### config.mk
export PLATFORM = sky130hd
export DESIGN_NAME = sae_controller
export DESIGN_NICKNAME = d
export VERILOG_FILES = /design/src/design/sae_pkg.sv /design/src/design/sae_controller.sv
export VERILOG_INCLUDE_DIRS = /design/src /design/src/design
export SDC_FILE = /design/constraint.sdc
export NUM_CORES = 1
export LEC_CHECK = 0
export BUFFER_PORTS_ARGS = -buffer_cell sky130_fd_sc_hd__buf_2
export CAP_MARGIN = 20
export CELL_PAD_IN_SITES_DETAIL_PLACEMENT = 1
export CELL_PAD_IN_SITES_GLOBAL_PLACEMENT = 1
export CORE_UTILIZATION = 24
export DETAILED_ROUTE_END_ITERATION = 8
export PLACE_DENSITY_LB_ADDON = 0.1
export RECOVER_POWER = 100
export SLEW_MARGIN = 10
export SYNTH_ARGS = -nofsm -noshare
export SYNTH_HDL_FRONTEND = slang
export SYNTH_SLANG_ARGS = --single-unit
### constraint.sdc
create_clock -name aclk -period 1.7 [get_ports aclk]
set_clock_uncertainty 0.2 [all_clocks]
set_input_delay 0.51 -clock aclk [delete_from_list [all_inputs] [get_ports aclk]]
set_output_delay 0.51 -clock aclk [all_outputs]
set_load 0.05 [all_outputs]
### src/design/stack_arithmetic_engine_assert.svh
// Assertion macros for the stack arithmetic engine
`ifndef STACK_ARITHMETIC_ENGINE_ASSERT_SVH
`define STACK_ARITHMETIC_ENGINE_ASSERT_SVH
`ifndef ASSERT_OFF
`define SAE_ASSERT_IMPL(label, clk, rst_n, prop) \
    label: assert property (@(posedge clk) disable iff (!rst_n) prop) \
        else $error("assertion failed");
`define SAE_ASSERT_ALWAYS(label, clk, prop) \
    label: assert property (@(posedge clk) prop) else $error("assertion failed");
`else
`define SAE_ASSERT_IMPL(label, clk, rst_n, prop)
`define SAE_ASSERT_ALWAYS(label, clk, prop)
`endif
`endif

### src/design/sae_pkg.sv
`timescale 1ns / 1ps
`default_nettype none
package sae_pkg;
    localparam int STACK_DEPTH_DEF = 1024;
    localparam int WORD_WIDTH_DEF  = 32;
    localparam int IO_WIDTH        = 32;
    localparam int KIND_W          = 3;
    localparam int INDEX_W         = 10;
    localparam int STATUS_W        = 3;
    localparam int DEPTH_W         = 11;

    typedef enum logic [KIND_W-1:0] {
        OP_PUSH = 3'd0, OP_POP = 3'd1, OP_PEEK_TOP = 3'd2, OP_PEEK_BOT = 3'd3,
        OP_ADD = 3'd4, OP_SUB = 3'd5, OP_MUL = 3'd6, OP_DIV = 3'd7
    } op_t;

    typedef enum logic [STATUS_W-1:0] {
        ST_OK = 3'd0, ST_FULL = 3'd1, ST_EMPTY = 3'd2, ST_RANGE = 3'd3,
        ST_FEW = 3'd4, ST_DIVZ = 3'd5
    } status_t;

    typedef enum logic [3:0] {
        S_IDLE, S_CHECK, S_RD_TOP, S_RD_SEC, S_WAIT, S_EXEC, S_DIV, S_WRITE, S_OUT
    } state_t;

    // Controller to datapath
    typedef struct packed {
        logic load_item;    // capture input item
        logic rd_top;       // read address = count-1 (or peek / pop address)
        logic rd_sec;       // read address = count-2
        logic cap_top;      // capture read data as top operand
        logic cap_sec;      // capture read data as second operand
        logic exec;         // compute add/sub/mul/push/pop/peek result
        logic div_start;
        logic write_mem;    // write result word
        logic finish;       // load output register
    } dp_cmd_t;

    // Datapath to controller
    typedef struct packed {
        logic     needs_mem;   // op reads the stack
        logic     is_binary;
        logic     is_div;
        logic     err;         // precondition failed
        logic     div_zero;    // captured top operand is zero
        logic     div_done;
        logic     out_busy;    // output register occupied
    } dp_stat_t;
endpackage
`default_nettype wire

### src/design/sae_controller.sv
`timescale 1ns / 1ps
`default_nettype none
`include "stack_arithmetic_engine_assert.svh"
// Sequencer for one item at a time
module sae_controller (
    input  wire logic              aclk,
    input  wire logic              aresetn,
    input  wire logic              in_valid,
    output logic                   in_ready,
    output sae_pkg::dp_cmd_t       cmd,
    input  wire sae_pkg::dp_stat_t stat
);
    import sae_pkg::*;
    state_t state_reg, state_next;

    // Next state
    always_comb begin
        state_next = state_reg;
        unique case (state_reg)
            S_IDLE:   if (in_valid) state_next = S_CHECK;
            S_CHECK:  begin
                if (stat.err || !stat.needs_mem) state_next = S_EXEC;
                else state_next = S_RD_TOP;
            end
            S_RD_TOP: state_next = stat.is_binary ? S_RD_SEC : S_WAIT;
            S_RD_SEC: state_next = S_WAIT;
            S_WAIT:   state_next = stat.is_binary ? S_EXEC : S_EXEC;
            S_EXEC: begin
                if (stat.err) state_next = S_OUT;
                else if (stat.is_div && stat.div_zero) state_next = S_OUT;
                else if (stat.is_div) state_next = S_DIV;
                else if (stat.is_binary || !stat.needs_mem) state_next = S_WRITE;
                else state_next = S_OUT;
            end
            S_DIV:    if (stat.div_done) state_next = S_WRITE;
            S_WRITE:  state_next = S_OUT;
            S_OUT:    if (!stat.out_busy) state_next = S_IDLE;
            default:  state_next = S_IDLE;
        endcase
    end

    // Outputs; top lands in S_RD_SEC (unary: S_WAIT), second S_WAIT
    always_comb begin
        cmd = '0;
        in_ready = (state_reg == S_IDLE);
        unique case (state_reg)
            S_IDLE:   cmd.load_item = in_valid;
            S_RD_TOP: cmd.rd_top = 1'b1;
            S_RD_SEC: begin
                cmd.rd_sec  = 1'b1;
                cmd.cap_top = 1'b1;
            end
            S_WAIT:   begin
                if (stat.is_binary) cmd.cap_sec = 1'b1;
                else cmd.cap_top = 1'b1;
            end
            S_EXEC:   begin
                cmd.exec      = 1'b1;
                cmd.div_start = stat.is_div && !stat.err && !stat.div_zero;
            end
            S_WRITE:  cmd.write_mem = 1'b1;
            S_OUT:    cmd.finish = !stat.out_busy;
            default:  cmd = '0;
        endcase
    end

    // State register; divide by zero skips the divider and the write
    always_ff @(posedge aclk) begin
        if (!aresetn) begin
            state_reg <= S_IDLE;
        end else begin
            state_reg <= state_next;
        end
    end

    `SAE_ASSERT_IMPL(a_one_item, aclk, aresetn, in_ready |-> state_reg == S_IDLE)
    `SAE_ASSERT_IMPL(a_exec_once, aclk, aresetn, cmd.exec |=> !cmd.exec)
    `SAE_ASSERT_IMPL(a_write_after, aclk, aresetn,
        cmd.write_mem |-> $past(state_reg) == S_EXEC || $past(state_reg) == S_DIV)
endmodule
`default_nettype wire

Word-level counts from Yosys, hierarchy flattened:

Cells that the tools add are included.

* output and inout bits: 10
* bits of input ports: 10
* register bits after elaboration: 4

* eq/ne operators: 11
* reduce and logical (&&, ||, !) cells: 11
* multiplexer cells: 20

Operators with widths (number)
* 4-bit case mux with 9 select lines: 1
* 4-bit 2-to-1 mux: 7
* 4-bit by 3-bit == test with 1-bit output, second input constant: 4
* 4-bit by 2-bit == test with 1-bit output, second input constant: 2
* 1-bit 2-to-1 mux: 8
* 3-bit 2-to-1 mux: 2
* 2-bit != test, second input constant: 3
* 4-bit by 1-bit == test with 1-bit output, second input constant: 1
* 4-bit == test, second input constant: 1
* 1-bit zero test: 4
* 4-bit zero test: 1
* 1-bit logical AND: 3
* 3-bit AND reduction: 1
* 1-bit logical OR: 2
* 2-bit 2-to-1 mux: 1
* 1-bit case mux with 2 select lines: 1

Longest topological paths before layout:

Gate-level depths: netlist (run 1).

* depth in word-level cells: 7
* mapped depth: 5
* gate-level depth less buffers: 4

Worst setup path after synthesis (run 1):

No wires, ideal clock.

* path type: register to output
* start point: register state_reg[0]
* end point: output cmd[8] in the netlist's numbering
* setup slack: -1.646 ns
* path buffers: 1
* cell stages (with the launch flop): 4
* arrival: 2.636 ns
* path through: dfxtp_1 clkbuf_1 nor4_1 and2_1

RTL lines
* start, declared: RTL line sae_controller.sv:14 `state_t state_reg, state_next;`
* start signal, assigned: RTL line sae_controller.sv:72 `state_reg <= state_next;`
* end, declared: RTL line sae_controller.sv:10 `output sae_pkg::dp_cmd_t cmd,`

==> results.sh, run 1 <==
export IMPL_synth_edf_count=0
export IMPL_drtAntennaViolNets=0
export IMPL_post_place_ws_ns=-0.199
export IMPL_finalNonFillerCells=105
export IMPL_critical_path_top_delay_family="simple AND/OR/NAND/NOR gates"
export IMPL_row_count=13
export IMPL_cts_hold_buf=0
export IMPL_drc=0
export IMPL_worst_slack_ns=-0.332
export IMPL_grt_antenna_before_repair=0
export IMPL_core_area_um2=1350
export IMPL_yosys_top_cells_count="nand2_1, nor2_1, o21ai_0"
export IMPL_yosys_top_cells_area="dfxtp_1, o21ai_0, nand2_1"
export IMPL_dieArea_um2=1670
export IMPL_cts_clk_slew_worst_paths_ns=0.04
export IMPL_portBuffers=19
export IMPL_htreeDepth=1
export IMPL_postPlaceCellArea_um2=674
export IMPL_worstPathBufferInverterCount=2
export IMPL_crit_path_start_kind="register"
export IMPL_die_w_um=40.8
export IMPL_synthDistinctLibCells=26
export IMPL_cts_tree="done"
export IMPL_clk_path_buf_depth=2
export IMPL_drtIter0Drc=2
export IMPL_ys_warn_count=0
export IMPL_yosysSeqAreaShare=0.221
export IMPL_worst_slew_pin_slew_ns=0.380
export IMPL_gp_congestion=0.735
export IMPL_fp_dieH_um=40.8
export IMPL_fin_crit_sh=1.20
export IMPL_syn2layout_area_growth_pct=134
export IMPL_synth_area_leader_cell="dfxtp_1"
export IMPL_largest_reg_flops=4
export IMPL_synthArstFlopShare=0
export IMPL_cellLeakagePower_nw=0.400
export IMPL_rsz0062_at_grt="yes"
export IMPL_finalHoldViolCount=0
export IMPL_layout_min_cycle_time_ns=2.03
export IMPL_clk_latency_ns=0.23
export IMPL_post_drt_wl_per_cell_um=13.8
export IMPL_start_util=0.268
export IMPL_setup_violations_final=11
export IMPL_worstPathRequired_ns=0.99
export IMPL_syn_instance_count=51
export IMPL_max_freq_ghz=0.492
export IMPL_ys_flop_type="dfxtp_1"
export IMPL_finalNetCount=102
export IMPL_grt_pass1_vias=533
export IMPL_whs_ns=0.366
export IMPL_dp_cells=99
export IMPL_status="finished with violations"
export IMPL_ir_drop_mv=0.684
export IMPL_finalMaxSlewViolations=0
export IMPL_critPathArrivalTime_ns=1.32
export IMPL_cp_max_fo=7
export IMPL_syn_area_per_cell_um2=7.09
export IMPL_overflow=0
export IMPL_violations="setup timing"
export IMPL_synth_seq_cells=4
export IMPL_powerDensity_nw_per_um2=1040
export IMPL_syn_num_nets=61
export IMPL_critical_path_class="reg -> out"
export IMPL_wl_mm=1.45
export IMPL_cts_sinks=4
export IMPL_crit_slowest_cell="dfxtp_2"
export IMPL_critPathMaxStageDelay_ns=0.31
export IMPL_grt_usage=0.217
export IMPL_grt_max_degree=9
export IMPL_vias=529
export IMPL_finalInstanceArea_um2=847
export IMPL_yosysTopAreaCellShare=0.221
export IMPL_cp_end_kind="primary output"
export IMPL_drive_above_1_share=0.711
export IMPL_cts_root_buf="clkbuf_4"
export IMPL_cts_buffers=3
export IMPL_grt_pass1_wl_mm=2.33
export IMPL_maxCapViolCount=0
export IMPL_diodes=0
export IMPL_drt_first_pass_iters=2
export IMPL_worstPathCellList="buf_6 -> nor4_4 -> and2_4 -> buf_8"
export IMPL_routed_via_density=5.04
export IMPL_hpwl_mm=1.06
export IMPL_relSlewSlack=0.744
export IMPL_hp_class="in -> reg"
export IMPL_num_io_pins=20
export IMPL_syn_area_um2=362
==> path summary, 6_finish.rpt <==
path | start | to | slack, ns | depth (start not counted)
worst min-delay path | stat[0] | state_reg[3] | 0.37 | 3
worst min register to register | state_reg[2] | state_reg[2] | 0.38 | 2
worst max register to register | state_reg[3] | state_reg[0] | -0.11 | 5
worst max-delay path | state_reg[2] | cmd[8] | -0.33 | 4
==> worst register-to-register path: stages (launching register included) <==
cell and delay, ns:
dfxtp_2 0.32, and2b_2 0.24, nand3b_4 0.09, buf_4 0.15, or4b_4 0.48, a221oi_2 0.24
==> per-stage QoR <==
step	power (mW)	setup TNS, ns	util
global route	0.933	-3.27	0.627
finish	0.881	-2.64	0.627
global placement	0.607	-1.10	0.500
floorplan	0.470	-1.53	-
CTS	0.861	-2.80	0.610
detailed placement	0.620	-1.45	0.500
==> area by class of cell <==
type	instances	area (um2)
Clock buffer	3	22.5
Tap cell	15	18.8
Timing Repair Buffer	39	343
Sequential cell	4	87.6
Inverter	3	11.3
Fill cell	160	503
Multi-Input combinational cell	41	364
==> repair_timing <==
action,4_1_cts,5_1_grt
gates resized for setup,37,3
setup buffers,1,3
endpoints found under the setup margin,11,11
pin swaps,6,4
==> routing by layer <==
metal | wire, um | GRT usage
met5 | 0 | 0
met2 | 799 | 0.363
met4 | 18 | 0.142
met3 | 34 | 0.0435
met1 | 597 | 0.245
==> layout by cell type, fill, tap and decap left out, drive strengths merged <==
| master | n |
|---|---|
| nand2b | 3 |
| or4b | 1 |
| a311oi | 2 |
| clkbuf | 4 |
| o21ai | 5 |
| buf | 38 |
| o211ai | 1 |
| nor2b | 1 |
| nor4 | 1 |
| nor3 | 2 |
| nor2 | 5 |
| a221oi | 2 |
| and2 | 1 |
| a31oi | 1 |
| and3 | 2 |
| inv | 3 |
| nor3b | 2 |
| nand2 | 5 |
| a211oi | 1 |
| and2b | 1 |
| or3 | 1 |
| nand3b | 2 |
| nand4 | 1 |
| dfxtp | 4 |
| nor4b | 1 |
==> kinds of logic (layout without fill, tap and decap cells) <==
group / after synthesis / count (layout) / share of synthesized area
buffers and inverters: 6 / 45 / 0.0623
flip-flops: 4 / 4 / 0.221
AO/OA/AOI/OAI: 12 / 12 / 0.242
AND/OR/NAND/NOR: 29 / 29 / 0.474
==> power by group <==
part	total [mW]	internal [mW]	switching (mW)
Clock	0.115	0.0788	0.0364
Combinational	0.609	0.297	0.312
Sequential	0.157	0.118	0.0384
No activity file was read; power rests on OpenSTA's default activity.
==> run 2: changes to the inputs <==
--- a/config.mk
+++ b/config.mk
@@ -14,6 +14,7 @@
 export DETAILED_ROUTE_END_ITERATION = 8
 export PLACE_DENSITY_LB_ADDON = 0.1
 export RECOVER_POWER = 100
+export SETUP_SLACK_MARGIN = 0.5
 export SLEW_MARGIN = 10
 export SYNTH_ARGS = -nofsm -noshare
 export SYNTH_HDL_FRONTEND = slang
==> run 2 against run 1 <==
Net effect:
- sequential share of layout area shrank 1.1 points
- cell count grew 2.9%
- utilization grew 9.4 points
- the flow still finishes with violations (setup timing)
- worst setup slack lost 0.088 ns
- global-route usage grew 5.9 points
- total power grew 13%
- register-to-register slack lost 0.04 ns
- wire length grew 65%
- sequential power is essentially flat
- count of clock-buffer cells in the layout is the same
- die area is the same
==> results.sh, run 2 (synthesis results as in run 1) <==
export IMPL_cts_buffers=3
export IMPL_cp_end_kind="primary output"
export IMPL_layout_min_cycle_time_ns=2.12
export IMPL_grt_max_degree=7
export IMPL_diodes=0
export IMPL_die_w_um=40.8
export IMPL_crit_path_start_kind="register"
export IMPL_worstPathRequired_ns=0.99
export IMPL_ir_drop_mv=0.735
export IMPL_relSlewSlack=0.705
export IMPL_worst_slack_ns=-0.420
export IMPL_critPathArrivalTime_ns=1.41
export IMPL_critical_path_class="reg -> out"
export IMPL_drtIter0Drc=13
export IMPL_r2r_end="state_reg[0]"
export IMPL_ff2ff_path_depth=5
export IMPL_postPlaceCellArea_um2=729
export IMPL_drt_first_pass_iters=4
export IMPL_setup_tns_final_ns=-3.06
export IMPL_cellLeakagePower_nw=0.437
export IMPL_dp_cells=101
export IMPL_violations="setup timing"
export IMPL_fp_dieH_um=40.8
export IMPL_p_int_uw=526
export IMPL_timing_rr_start="state_reg[3]"
export IMPL_grt_antenna_before_repair=0
export IMPL_vias=613
export IMPL_grt_pass1_vias=580
export IMPL_finalHoldViolCount=0
export IMPL_syn2layout_area_growth_pct=169
export IMPL_maxCapViolCount=0
export IMPL_powerDensity_nw_per_um2=1020
export IMPL_fin_crit_sh=1.25
export IMPL_largest_reg_flops=4
export IMPL_power_clock_fraction=0.134
export IMPL_whs_ns=0.358
export IMPL_layout_commonest_cell="buf_6"
export IMPL_drc=0
export IMPL_htreeDepth=1
export IMPL_hp_class="in -> reg"
export IMPL_wl_mm=2.40
export IMPL_holdPathEnd="state_reg[0]"
export IMPL_most_common_layout_cells="buf_6, buf_4, buf_2"
export IMPL_finalNetCount=105
export IMPL_hpwl_mm=1.17
export IMPL_dieArea_um2=1670
export IMPL_drive_above_1_share=0.785
export IMPL_grt_pass1_wl_mm=2.81
export IMPL_worst_slew_pin_slew_ns=0.438
export IMPL_routed_via_density=5.68
export IMPL_seqPwrFrac=0.162
export IMPL_finalNonFillerCells=108
export IMPL_num_io_pins=20
export IMPL_cp_max_fo=2
export IMPL_rsz0062_at_grt="yes"
export IMPL_p_switching_uw=466
export IMPL_cts_tree="done"
export IMPL_cts_sinks=4
export IMPL_clk_path_buf_depth=2
export IMPL_clk_latency_ns=0.25
export IMPL_setup_violations_final=11
export IMPL_nFillCells=140
export IMPL_overflow=0
export IMPL_p_sw_frac=0.469
export IMPL_core_area_um2=1350
export IMPL_portBuffers=19
export IMPL_post_drt_wl_per_cell_um=22.2
export IMPL_cts_clk_slew_worst_paths_ns=0.04
export IMPL_cts_hold_buf=0
export IMPL_drtAntennaViolNets=0
export IMPL_grt_usage=0.275
export IMPL_holdPathStages=3
export IMPL_gp_congestion=0.755
export IMPL_max_freq_ghz=0.472
export IMPL_finalInstanceArea_um2=973
export IMPL_status="finished with violations"
export IMPL_finalMaxSlewViolations=0
export IMPL_power_uw=992
export IMPL_rrSetupSlack_ns=-0.15
export IMPL_start_util=0.268
export IMPL_combPwrFrac=0.705
export IMPL_row_count=13
export IMPL_min_from="stat[4]"
export IMPL_cts_root_buf="clkbuf_4"
run 2: cell types whose count changed in the layout (fill, tap and decap cells not counted), moves of 2 or more:
cell	delta
buf_2	-2
buf_4	-4
buf_6	+8
nor3b_1	-2
nor3b_2	+2
run 2: per-layer routing:
layer  up-vias  global-route usage  wire length, um
met1       295               0.262              862
met4         0              0.0833               81
met2        33               0.570             1360
li1        277                   -                -
met3         8              0.0489               96
met5         -                   0                0
run 2: through the flow:
stage	utilization	setup slack, ns
detailed placement	0.540	-0.211
floorplan	-	-0.508
finish	0.721	-0.420
global route	0.721	-0.485
CTS	0.698	-0.330
global placement	0.540	-0.172
run 2: layout make-up:
| class | instances | area [um2] | area share |
|---|---|---|---|
| Clock buffer | 3 | 22.5 | 0.0231 |
| Tap cell | 15 | 18.8 | 0.0193 |
| Timing Repair Buffer | 42 | 412 | 0.423 |
| Multi-Input combinational cell | 41 | 417 | 0.428 |
| Sequential cell | 4 | 90.1 | 0.0925 |
| Inverter | 3 | 13.8 | 0.0141 |
run 2: worst max path at each step:
stage	startpoint	end	slack (ns)	cells after the start
6_report	state_reg[3]	cmd[2]	-0.42	4
5_1_grt	state_reg[3]	cmd[2]	-0.49	4
4_1_cts	state_reg[3]	cmd[2]	-0.33	4
3_5_place_dp	stat[3]	state_reg[0]	-0.21	4
3_3_place_gp	stat[2]	cmd[2]	-0.17	3
2_1_floorplan	state_reg[0]	cmd[8]	-0.51	3
run 2: timing repair:
item	4_1_cts	5_1_grt
pin swaps	10	6
resized for setup	48	8
setup endpoints to repair	14	14
setup buffers	2	2
endpoints found under the hold margin	0	0
run 2: power by group through the flow:
stage	combinational [mW]	sequential, mW	clock (mW)
2_1_floorplan	0.344	0.139	0
3_3_place_gp	0.499	0.148	0
3_5_place_dp	0.509	0.149	0
4_1_cts	0.657	0.157	0.127
5_1_grt	0.725	0.164	0.137
6_report	0.699	0.160	0.133
run 2: critical path, cell delays in order (launching register included):
cell and delay [ns]:
dfxtp_2 0.33, and2b_2 0.26, nand3b_4 0.10, nor4b_4 0.27, buf_6 0.21
